File: config.mk
export PLATFORM = sky130hd
export DESIGN_NAME = tea_half_round
export DESIGN_NICKNAME = d
export VERILOG_FILES = /design/src/rtl/core/tea_pkg.sv /design/src/rtl/core/tea_half_round.sv
export SDC_FILE = /design/constraint.sdc
export NUM_CORES = 1
export LEC_CHECK = 0
export ABC_AREA = 1
export BUFFER_PORTS_ARGS = -buffer_cell sky130_fd_sc_hd__clkbuf_2
export CORE_MARGIN = 1.5
export CORE_UTILIZATION = 29
export CTS_CLUSTER_DIAMETER = 50
export DETAILED_ROUTE_END_ITERATION = 10
export HOLD_SLACK_MARGIN = 0.06
export PLACE_DENSITY = 0.44
export REMOVE_ABC_BUFFERS = 1
export SKIP_LAST_GASP = 1
export SYNTH_ARGS = -nofsm -noshare
export SYNTH_HDL_FRONTEND = slang
export SYNTH_SLANG_ARGS = --single-unit
File: constraint.sdc
create_clock -name clk -period 1.12 [get_ports clk]
set_clock_uncertainty 0.1 [all_clocks]
set_input_delay 0 -clock clk [delete_from_list [all_inputs] [get_ports clk]]
set_output_delay 0 -clock clk [all_outputs]
set_load 0.01 [all_outputs]
File: src/rtl/core/tea_pkg.sv
`timescale 1ns / 1ps

package tea_pkg;

    localparam int unsigned WORD_W = 32;
    localparam int unsigned NUM_KEYS = 4;
    localparam int unsigned KEY_IDX_W = 2;

    // Round constant
    localparam logic [WORD_W-1:0] TEA_DELTA = 32'h9e37_79b9;

    // Key register indexes on the configuration channel
    localparam logic [KEY_IDX_W-1:0] KEY_IDX0 = 2'd0;
    localparam logic [KEY_IDX_W-1:0] KEY_IDX1 = 2'd1;
    localparam logic [KEY_IDX_W-1:0] KEY_IDX2 = 2'd2;
    localparam logic [KEY_IDX_W-1:0] KEY_IDX3 = 2'd3;

    // Operation codes carried on tuser
    localparam logic FUNC_ENC = 1'b0;
    localparam logic FUNC_DEC = 1'b1;

    typedef logic [NUM_KEYS-1:0][WORD_W-1:0] key_t;

    // One block in flight between pipeline stages
    typedef struct packed {
        logic              valid;
        logic              func;
        logic [WORD_W-1:0] left;
        logic [WORD_W-1:0] right;
    } blk_t;

    // Mixing term of one half-round
    function automatic logic [WORD_W-1:0] mix(
        input logic [WORD_W-1:0] h,
        input logic [WORD_W-1:0] s,
        input logic [WORD_W-1:0] a,
        input logic [WORD_W-1:0] b
    );
        logic [WORD_W-1:0] t1;
        logic [WORD_W-1:0] t2;
        logic [WORD_W-1:0] t3;
        t1 = (h << 4) + a;
        t2 = h + s;
        t3 = (h >> 5) + b;
        return t1 ^ t2 ^ t3;
    endfunction

endpackage

File: src/rtl/core/tea_half_round.sv
`timescale 1ns / 1ps

// One registered half-round. Encryption adds the mix term, decryption
// subtracts it. The half that feeds the mix and the key pair swap between
// the first and second half of a round and between the two directions.
module tea_half_round #(
    parameter logic [31:0] ENC_SUM = 32'h0,
    parameter logic [31:0] DEC_SUM = 32'h0,
    parameter bit          SECOND  = 1'b0
) (
    input  logic           clk,
    input  logic           rst_n,
    input  logic           adv,
    input  tea_pkg::key_t  key,
    input  tea_pkg::blk_t  blk_in,
    output tea_pkg::blk_t  blk_out
);

    logic                         valid_reg;
    logic                         func_reg;
    logic [tea_pkg::WORD_W-1:0]   left_reg;
    logic [tea_pkg::WORD_W-1:0]   right_reg;

    logic                         src_left;
    logic [tea_pkg::WORD_W-1:0]   src;
    logic [tea_pkg::WORD_W-1:0]   dst;
    logic [tea_pkg::WORD_W-1:0]   sum;
    logic [tea_pkg::WORD_W-1:0]   ka;
    logic [tea_pkg::WORD_W-1:0]   kb;
    logic [tea_pkg::WORD_W-1:0]   term;
    logic [tea_pkg::WORD_W-1:0]   dst_next;
    logic [tea_pkg::WORD_W-1:0]   left_next;
    logic [tea_pkg::WORD_W-1:0]   right_next;

    // Operand selection
    always_comb
    begin
        src_left = blk_in.func ^ SECOND;
        src      = src_left ? blk_in.left  : blk_in.right;
        dst      = src_left ? blk_in.right : blk_in.left;
        ka       = src_left ? key[2] : key[0];
        kb       = src_left ? key[3] : key[1];
        sum      = (blk_in.func == tea_pkg::FUNC_DEC) ? DEC_SUM : ENC_SUM;
        term     = tea_pkg::mix(src, sum, ka, kb);
        dst_next = (blk_in.func == tea_pkg::FUNC_DEC) ? (dst - term) : (dst + term);
        left_next  = src_left ? blk_in.left : dst_next;
        right_next = src_left ? dst_next : blk_in.right;
    end

    // Valid bit
    always_ff @(posedge clk or negedge rst_n)
    begin
        if (!rst_n)
        begin
            valid_reg <= 1'b0;
        end
        else if (adv)
        begin
            valid_reg <= blk_in.valid;
        end
    end

    // Payload
    always_ff @(posedge clk)
    begin
        if (adv)
        begin
            func_reg  <= blk_in.func;
            left_reg  <= left_next;
            right_reg <= right_next;
        end
    end

    assign blk_out.valid = valid_reg;
    assign blk_out.func  = func_reg;
    assign blk_out.left  = left_reg;
    assign blk_out.right = right_reg;

endmodule
==> flow_metrics.py, run 1 <==
metrics = {
    "die": {
        "start_util_pct": 29.5,
        "die-area_um2": 44300,
        "die_x_um": 210,
        "io_pins": 263,
        "rows": 75,
        "fp.dieH_um": 210,
        "core-area_um2": 42200,
    },
    "detailed_routing": {
        "routed_wl_mm": 58.3,
        "first_iter_violations": 887,
        "avgViaCountPerCell": 4.64,
        "drc_errors": 0,
        "ant_nets": 0,
        "dr.pass1.iters": 5,
        "drt-wirelength-per-cell_um": 15.9,
        "vias": 17000,
    },
    "timing": {
        "rsz0062_at_grt": "yes",
        "tightest_slew_ns": 0.450,
        "hold_ws_ns": -0.115,
        "clock.fmax_ghz": 0.218,
        "hold_viol_final": 24,
        "post-route-min-period_ns": 4.60,
        "post-route-period-util_pct": 410,
        "maxSlewHeadroom_pct": 69.7,
        "slew_viol_final": 0,
        "finalSetupTns_ns": -189.22,
        "setup_slack_ns": -3.48,
        "setup_viol": 64,
    },
    "synthesis": {
        "postSynthRegisterBits": 66,
        "syn_inst": 2289,
        "synth-main-ff-cell": "edfxtp_1",
        "synth_edf_count": 65,
        "synthArstFlopShare_pct": 1.52,
        "ys_types": 45,
        "netlist_area_um2": 12500,
        "synth-seq-area-share_pct": 15.8,
        "synth_top_area_share_pct": 31.8,
        "avgSynthCellArea_um2": 5.45,
        "ys_warn_count": 0,
        "synth.area.top_cells": "nand2_1, edfxtp_1, inv_1",
        "synth_top_area_cell": "nand2_1",
    },
    "critical_path": {
        "reg2reg_slack_ns": 0.28,
        "cp.required_ns": 1.13,
        "path_common_cell": "nand2_1",
        "cp-startpoint": "blk_in[64]",
        "reg2reg_depth": 1,
        "slowest_delay_ns": 0.43,
        "reg2reg_to": "valid_reg",
        "cp-start-kind": "input pin",
        "slowest_stage": "fa_2",
        "cp.arrival_ns": 4.61,
        "r2r-start": "valid_reg",
        "cp-end-kind": "register",
        "path_class": "input pin to register",
        "crit_path_end": "right_reg[31]",
        "cp_max_fo": 8,
    },
    "layout": {
        "fin_area_um2": 21600,
        "antenna_cells": 0,
        "drive_above_1_share_pct": 40.6,
        "nNetsFinal": 3397,
        "area_growth_pct": 73.0,
        "finish.utilization_pct": 51.1,
    },
    "grt": {
        "globalRouteOverflowTotal": 0,
        "grt.total_usage_pct": 26.3,
        "grt_max_degree": 32,
        "grt_pass1_wl_mm": 89.1,
        "grt_antenna_before_repair": 0,
        "grt_pass1_vias": 16700,
    },
    "flow_run": {
        "cap_violations": 0,
    },
    "status": {
        "violations": "hold timing, setup timing",
        "status": "complete, but fails checks",
    },
    "clock_network": {
        "cts_tree": "built",
        "numCtsBuffers": 9,
        "cts_hold_buf": 14,
        "clk_pin_slew_ns": 0.06,
        "clk_path_buf_depth": 2,
        "cts_sinks": 66,
        "htree_levels": 3,
        "cts_root_buf": "clkbuf_16",
        "insertion_delay_ns": 0.35,
    },
    "power": {
        "power.density_nw_per_um2": 1530,
        "finalPower_mw": 33.1,
        "ir_drop_uv": 865,
        "power.leakage_nw": 11.9,
    },
    "place": {
        "place_congestion": 0.950,
        "dpl_cell_area_um2": 18000,
        "hpwl_mm": 49.1,
        "port-buffer-count": 262,
    },
    "min_path": {
        "hold_path_class": "input pin to register",
    },
}
cells in the mapped netlist, types with 3 or more instances:
library cell     n
inv_1          345
o211ai_1         3
o21bai_1        10
or2_2           13
nor2_1         152
a31oi_1          7
o21ai_1          6
ha_1            86
nand3_2          7
nand3b_1        11
buf_6            5
buf_1            6
o21ai_0         84
fa_1             3
nand3_1        152
o21ai_2         10
a21o_1           4
nand2_4          3
clkbuf_1        22
buf_2            6
xnor2_1         36
nand2_2         13
xor2_1          46
edfxtp_1        65
nor3_1          14
nor2_2           4
nor2_4           3
nand4_1         26
and2_1           3
nand2_1       1058
and3_1           3
a21oi_1         68
buf_4            3
worst max-delay path, delay by kind of cell:
kind	cells	cell delay, ns
AO/OA/AOI/OAI	5	0.85
XOR/XNOR	2	0.27
AND/OR/NAND/NOR	17	1.36
adder cells (fa/ha/maj)	2	0.72
buffers and inverters	12	1.37
layout by cell type, fill, tap and decap left out, types with 37 or more instances in the layout:
master      n
clkbuf_2  260
nand3_1   127
ha_4       46
edfxtp_1   65
nor2_1     97
ha_1       37
xor2_1     38
nand2_2   114
nand2_1   930
buf_4     525
o21ai_0    60
nor2_2     42
inv_1     329
layer usage:
metal  vias up  part of all wire, %  GRT usage [%]
li1       8784                    -              -
met1      7799                   48           35.7
met2       326                   47           45.2
met3        47                  3.3           1.74
met4         0                  2.1           6.58
met5         -                    0              0
cell families (layout without fill, tap and decap cells):
logic type	Yosys count	in the layout	synth area share, %
adders and majority gates	89	89	9.11
xor gates and xnor gates	82	82	5.76
muxes	2	2	0.171
and+or+nand+nor	1465	1465	48.1
buffers and inverters	390	1217	12.4
AOI/OAI and AO/OA	195	195	8.61
DFF	66	66	15.8
metrics by stage:
step	setup slack, ns	instances	hold slack (ns)
after floorplan	-6.05	2245	-0.396
after global placement	-4.58	3537	-0.324
after detailed placement	-4.58	3537	-0.322
after CTS	-3.44	3643	-0.141
after global routing	-3.86	3655	-0.101
final	-3.48	3655	-0.115
layout make-up:
class                           count  area [um2]
Fill cell                        4443       20700
Multi-Input combinational cell   1833       11000
Timing Repair Buffer              855        6320
Sequential cell                    66        1980
Inverter                          346        1320
Tap cell                          539         674
Clock buffer                        9         225
Clock inverter                      7        68.8
where the power goes:
part	leakage, nW	switching [mW]	internal (mW)	total, mW
clock network	0.143	1.17	1.72	2.89
registers	0.646	0.179	3.65	3.83
logic	11.1	13.8	12.6	26.4
repair_timing:
item                                    CTS  global route
resized for setup                       449            67
hold endpoints to repair                 71            40
endpoints found under the setup margin   64            64
pin swaps                               115            33
cloned                                    7             0
setup buffers                            85            13
how the worst min path moves through the flow:
stage	startpoint	to	slack, ns	cells past startpoint
floorplan	rst_n	valid_reg	-0.40	0
global placement	rst_n	valid_reg	-0.32	1
detailed placement	rst_n	valid_reg	-0.32	1
CTS	blk_in[28]	right_reg[28]	-0.14	3
global route	blk_in[28]	right_reg[28]	-0.10	3
finish	blk_in[0]	right_reg[0]	-0.12	3
Note: power is estimated with default switching activity, not from simulation.
==> run 2: changes to the inputs <==
--- a/config.mk
+++ b/config.mk
@@ -5,14 +5,13 @@
 export SDC_FILE = /design/constraint.sdc
 export NUM_CORES = 1
 export LEC_CHECK = 0
-export ABC_AREA = 1
 export BUFFER_PORTS_ARGS = -buffer_cell sky130_fd_sc_hd__clkbuf_2
-export CORE_MARGIN = 1.5
+export CORE_MARGIN = 1
 export CORE_UTILIZATION = 29
 export CTS_CLUSTER_DIAMETER = 50
 export DETAILED_ROUTE_END_ITERATION = 10
 export HOLD_SLACK_MARGIN = 0.06
-export PLACE_DENSITY = 0.44
+export PLACE_DENSITY = 0.45
 export REMOVE_ABC_BUFFERS = 1
 export SKIP_LAST_GASP = 1
 export SYNTH_ARGS = -nofsm -noshare
==> run 2 against run 1 <==
  * The run still ends with hold timing, setup timing left
  * Sequential cell count unchanged
  * Final area decreased by 18%
  * Critical path depth fell by 10
  * First-iteration DRC count fell by 43%
  * Die area fell by 20%
  * Hold slack better by 0.0070 ns
  * Combinational power grew 15%
  * Register-to-register slack about the same
  * Worst setup slack worse by 0.94 ns
  * Cell count decreased by 35%
  * Sequential share of layout area rose by 2.0 points
  * Critical path type unchanged
  * Critical endpoint is now right_reg[30]
==> flow_metrics.py, run 2 <==
metrics = {
    "critical_path": {
        "path_class": "input pin to register",
        "reg2reg_depth": 1,
        "cp_max_fo": 7,
        "slowest_stage": "a2111oi_4",
        "cp.required_ns": 1.13,
        "cp-start-kind": "input pin",
        "slowest_delay_ns": 0.43,
        "cp-end-kind": "register",
        "cp.arrival_ns": 5.55,
    },
    "timing": {
        "slew_viol_final": 0,
        "clock.fmax_ghz": 0.180,
        "hold_viol_final": 7,
        "setup_slack_ns": -4.42,
        "setup_viol": 64,
        "hold_ws_ns": -0.108,
        "post-route-period-util_pct": 495,
        "post-route-min-period_ns": 5.54,
        "tightest_slew_ns": 0.543,
        "maxSlewHeadroom_pct": 63.4,
        "rsz0062_at_grt": "yes",
    },
    "power": {
        "ir_drop_uv": 1150,
        "power.density_nw_per_um2": 2140,
        "power.leakage_nw": 8.41,
    },
    "synthesis": {
        "syn_inst": 1154,
        "ys_types": 75,
        "synth.area.top_cells": "edfxtp_1, mux2_2, ha_1",
        "synthArstFlopShare_pct": 1.52,
        "synth-seq-area-share_pct": 19.6,
        "avgSynthCellArea_um2": 8.72,
        "synth-main-ff-cell": "edfxtp_1",
        "synth_edf_count": 65,
        "synthTopCellsByCount": "nand2_1, xnor2_1, mux2_2",
        "yosysMostFrequentCell": "nand2_1",
        "netlist_area_um2": 10100,
        "synth_top_area_share_pct": 19.4,
        "synth_top_area_cell": "edfxtp_1",
        "ys_warn_count": 0,
        "postSynthRegisterBits": 66,
    },
    "detailed_routing": {
        "avgViaCountPerCell": 4.77,
        "drt-wirelength-per-cell_um": 16.3,
        "routed_wl_mm": 38.7,
        "ant_nets": 0,
        "first_iter_violations": 507,
        "drc_errors": 0,
        "dr.pass1.iters": 6,
        "vias": 11300,
    },
    "layout": {
        "nNetsFinal": 2207,
        "fin_area_um2": 17700,
        "antenna_cells": 0,
        "final_cells": 2374,
        "mostFrequentLayoutCells": "buf_4, clkbuf_2, nand2_1",
        "drive_above_1_share_pct": 56.1,
        "area_growth_pct": 75.6,
        "finish.utilization_pct": 52.2,
        "layout_commonest_cell": "buf_4",
    },
    "place": {
        "port-buffer-count": 262,
        "hpwl_mm": 31.6,
        "place_congestion": 0.900,
        "place_inst": 2265,
        "dpl_cell_area_um2": 15100,
    },
    "status": {
        "violations": "hold timing, setup timing",
        "status": "complete, but fails checks",
    },
    "die": {
        "start_util_pct": 29.7,
        "core-area_um2": 33900,
        "fp.dieH_um": 188,
        "die-area_um2": 35500,
        "io_pins": 263,
        "die_x_um": 188,
        "rows": 67,
    },
    "clock_network": {
        "clk_pin_slew_ns": 0.06,
        "insertion_delay_ns": 0.35,
        "htree_levels": 3,
        "cts_root_buf": "clkbuf_16",
        "numCtsBuffers": 9,
        "cts_sinks": 66,
        "clk_path_buf_depth": 2,
        "cts_hold_buf": 40,
        "cts_tree": "built",
    },
    "min_path": {
        "hold_path_depth": 3,
        "hold_path_class": "input pin to register",
    },
    "grt": {
        "grt.total_usage_pct": 21.3,
        "grt_max_degree": 35,
        "globalRouteOverflowTotal": 0,
        "grt_pass1_vias": 11300,
        "grt_pass1_wl_mm": 59.4,
        "grt_antenna_before_repair": 0,
    },
    "flow_run": {
        "cap_violations": 0,
    },
}
## run 2: cell types whose count changed after synthesis, moves of 32 or more
cell	change
nand2_1	-941
o21ai_0	-40
inv_1	-317
nand3_1	-137
a21o_1	+48
xnor2_1	+76
nor2_1	-85
mux2_2	+100
nor2b_1	+32
## run 2: logic make-up (layout without fill, tap and decap cells)
group / count (synthesis) / count (layout) / share of synthesized area [%]
adder cells (fa/ha/maj): 89 / 89 / 11.3
AND/OR/NAND/NOR: 343 / 343 / 17.1
multiplexers: 115 / 115 / 12.7
AO/OA/AOI/OAI: 310 / 310 / 20.5
buffers and inverters: 67 / 839 / 2.82
XOR/XNOR: 164 / 164 / 15.9
flip-flops: 66 / 66 / 19.6
## run 2: per-stage QoR
stage | hold slack [ns] | total power [mW] | setup TNS [ns] | worst slack [ns]
global route | -0.0916 | 40.5 | -215.50 | -4.63
floorplan | -0.396 | 17.7 | -195.49 | -4.68
CTS | -0.126 | 34.7 | -197.51 | -4.30
global placement | -0.325 | 28.0 | -240.17 | -5.32
finish | -0.108 | 37.9 | -204.44 | -4.42
detailed placement | -0.322 | 28.1 | -241.25 | -5.46
## run 2: critical path: cells and delay by family
| family | cells | cell delay, ns |
|---|---|---|
| multiplexers | 1 | 0.33 |
| adder cells (fa/ha/maj) | 2 | 0.59 |
| AO/OA/AOI/OAI | 9 | 1.81 |
| AND/OR/NAND/NOR | 9 | 1.77 |
| XOR/XNOR | 1 | 0.17 |
| buffers and inverters | 6 | 0.86 |
## run 2: area by class of cell
cell class	instances	area (um2)
multi-input combinational	1021	9060
timing repair buffer	794	5650
tap	448	561
clock inverter	7	93.8
inverter	29	111
fill	3243	16200
clock buffer	9	225
sequential	66	1980
## run 2: timing repair
action,CTS,global route
setup buffers,32,30
hold endpoints to repair,62,14
endpoints found under the setup margin,64,64
pin swaps,93,113
gates resized for setup,164,125
cloned,2,0
## run 2: power breakdown
part / internal, mW / total, mW / switching (mW)
Clock: 1.94 / 3.13 / 1.19
Sequential: 4.20 / 4.46 / 0.254
Combinational: 16.2 / 30.3 / 14.1
## run 2: final timing paths
kind / from / end / slack [ns]
setup / recovery: blk_in[64] / right_reg[30] / -4.42
hold / removal: blk_in[49] / left_reg[17] / -0.11
setup reg to reg: valid_reg / valid_reg / 0.28
hold reg to reg: valid_reg / valid_reg / 0.41
max in group asynchronous: rst_n / valid_reg / 0.43
min in group asynchronous: rst_n / valid_reg / 0.39
## run 2: layer usage
layer | part of all wire (%) | track usage [%] | wire length, um | vias to the layer above
met2 | 45 | 33.6 | 17300 | 204
met3 | 3.7 | 2.50 | 1420 | 28
li1 | - | - | - | 5768
met1 | 50 | 30.9 | 19500 | 5315
met4 | 1.3 | 4.87 | 522 | 0
met5 | 0 | 0 | 0 | -
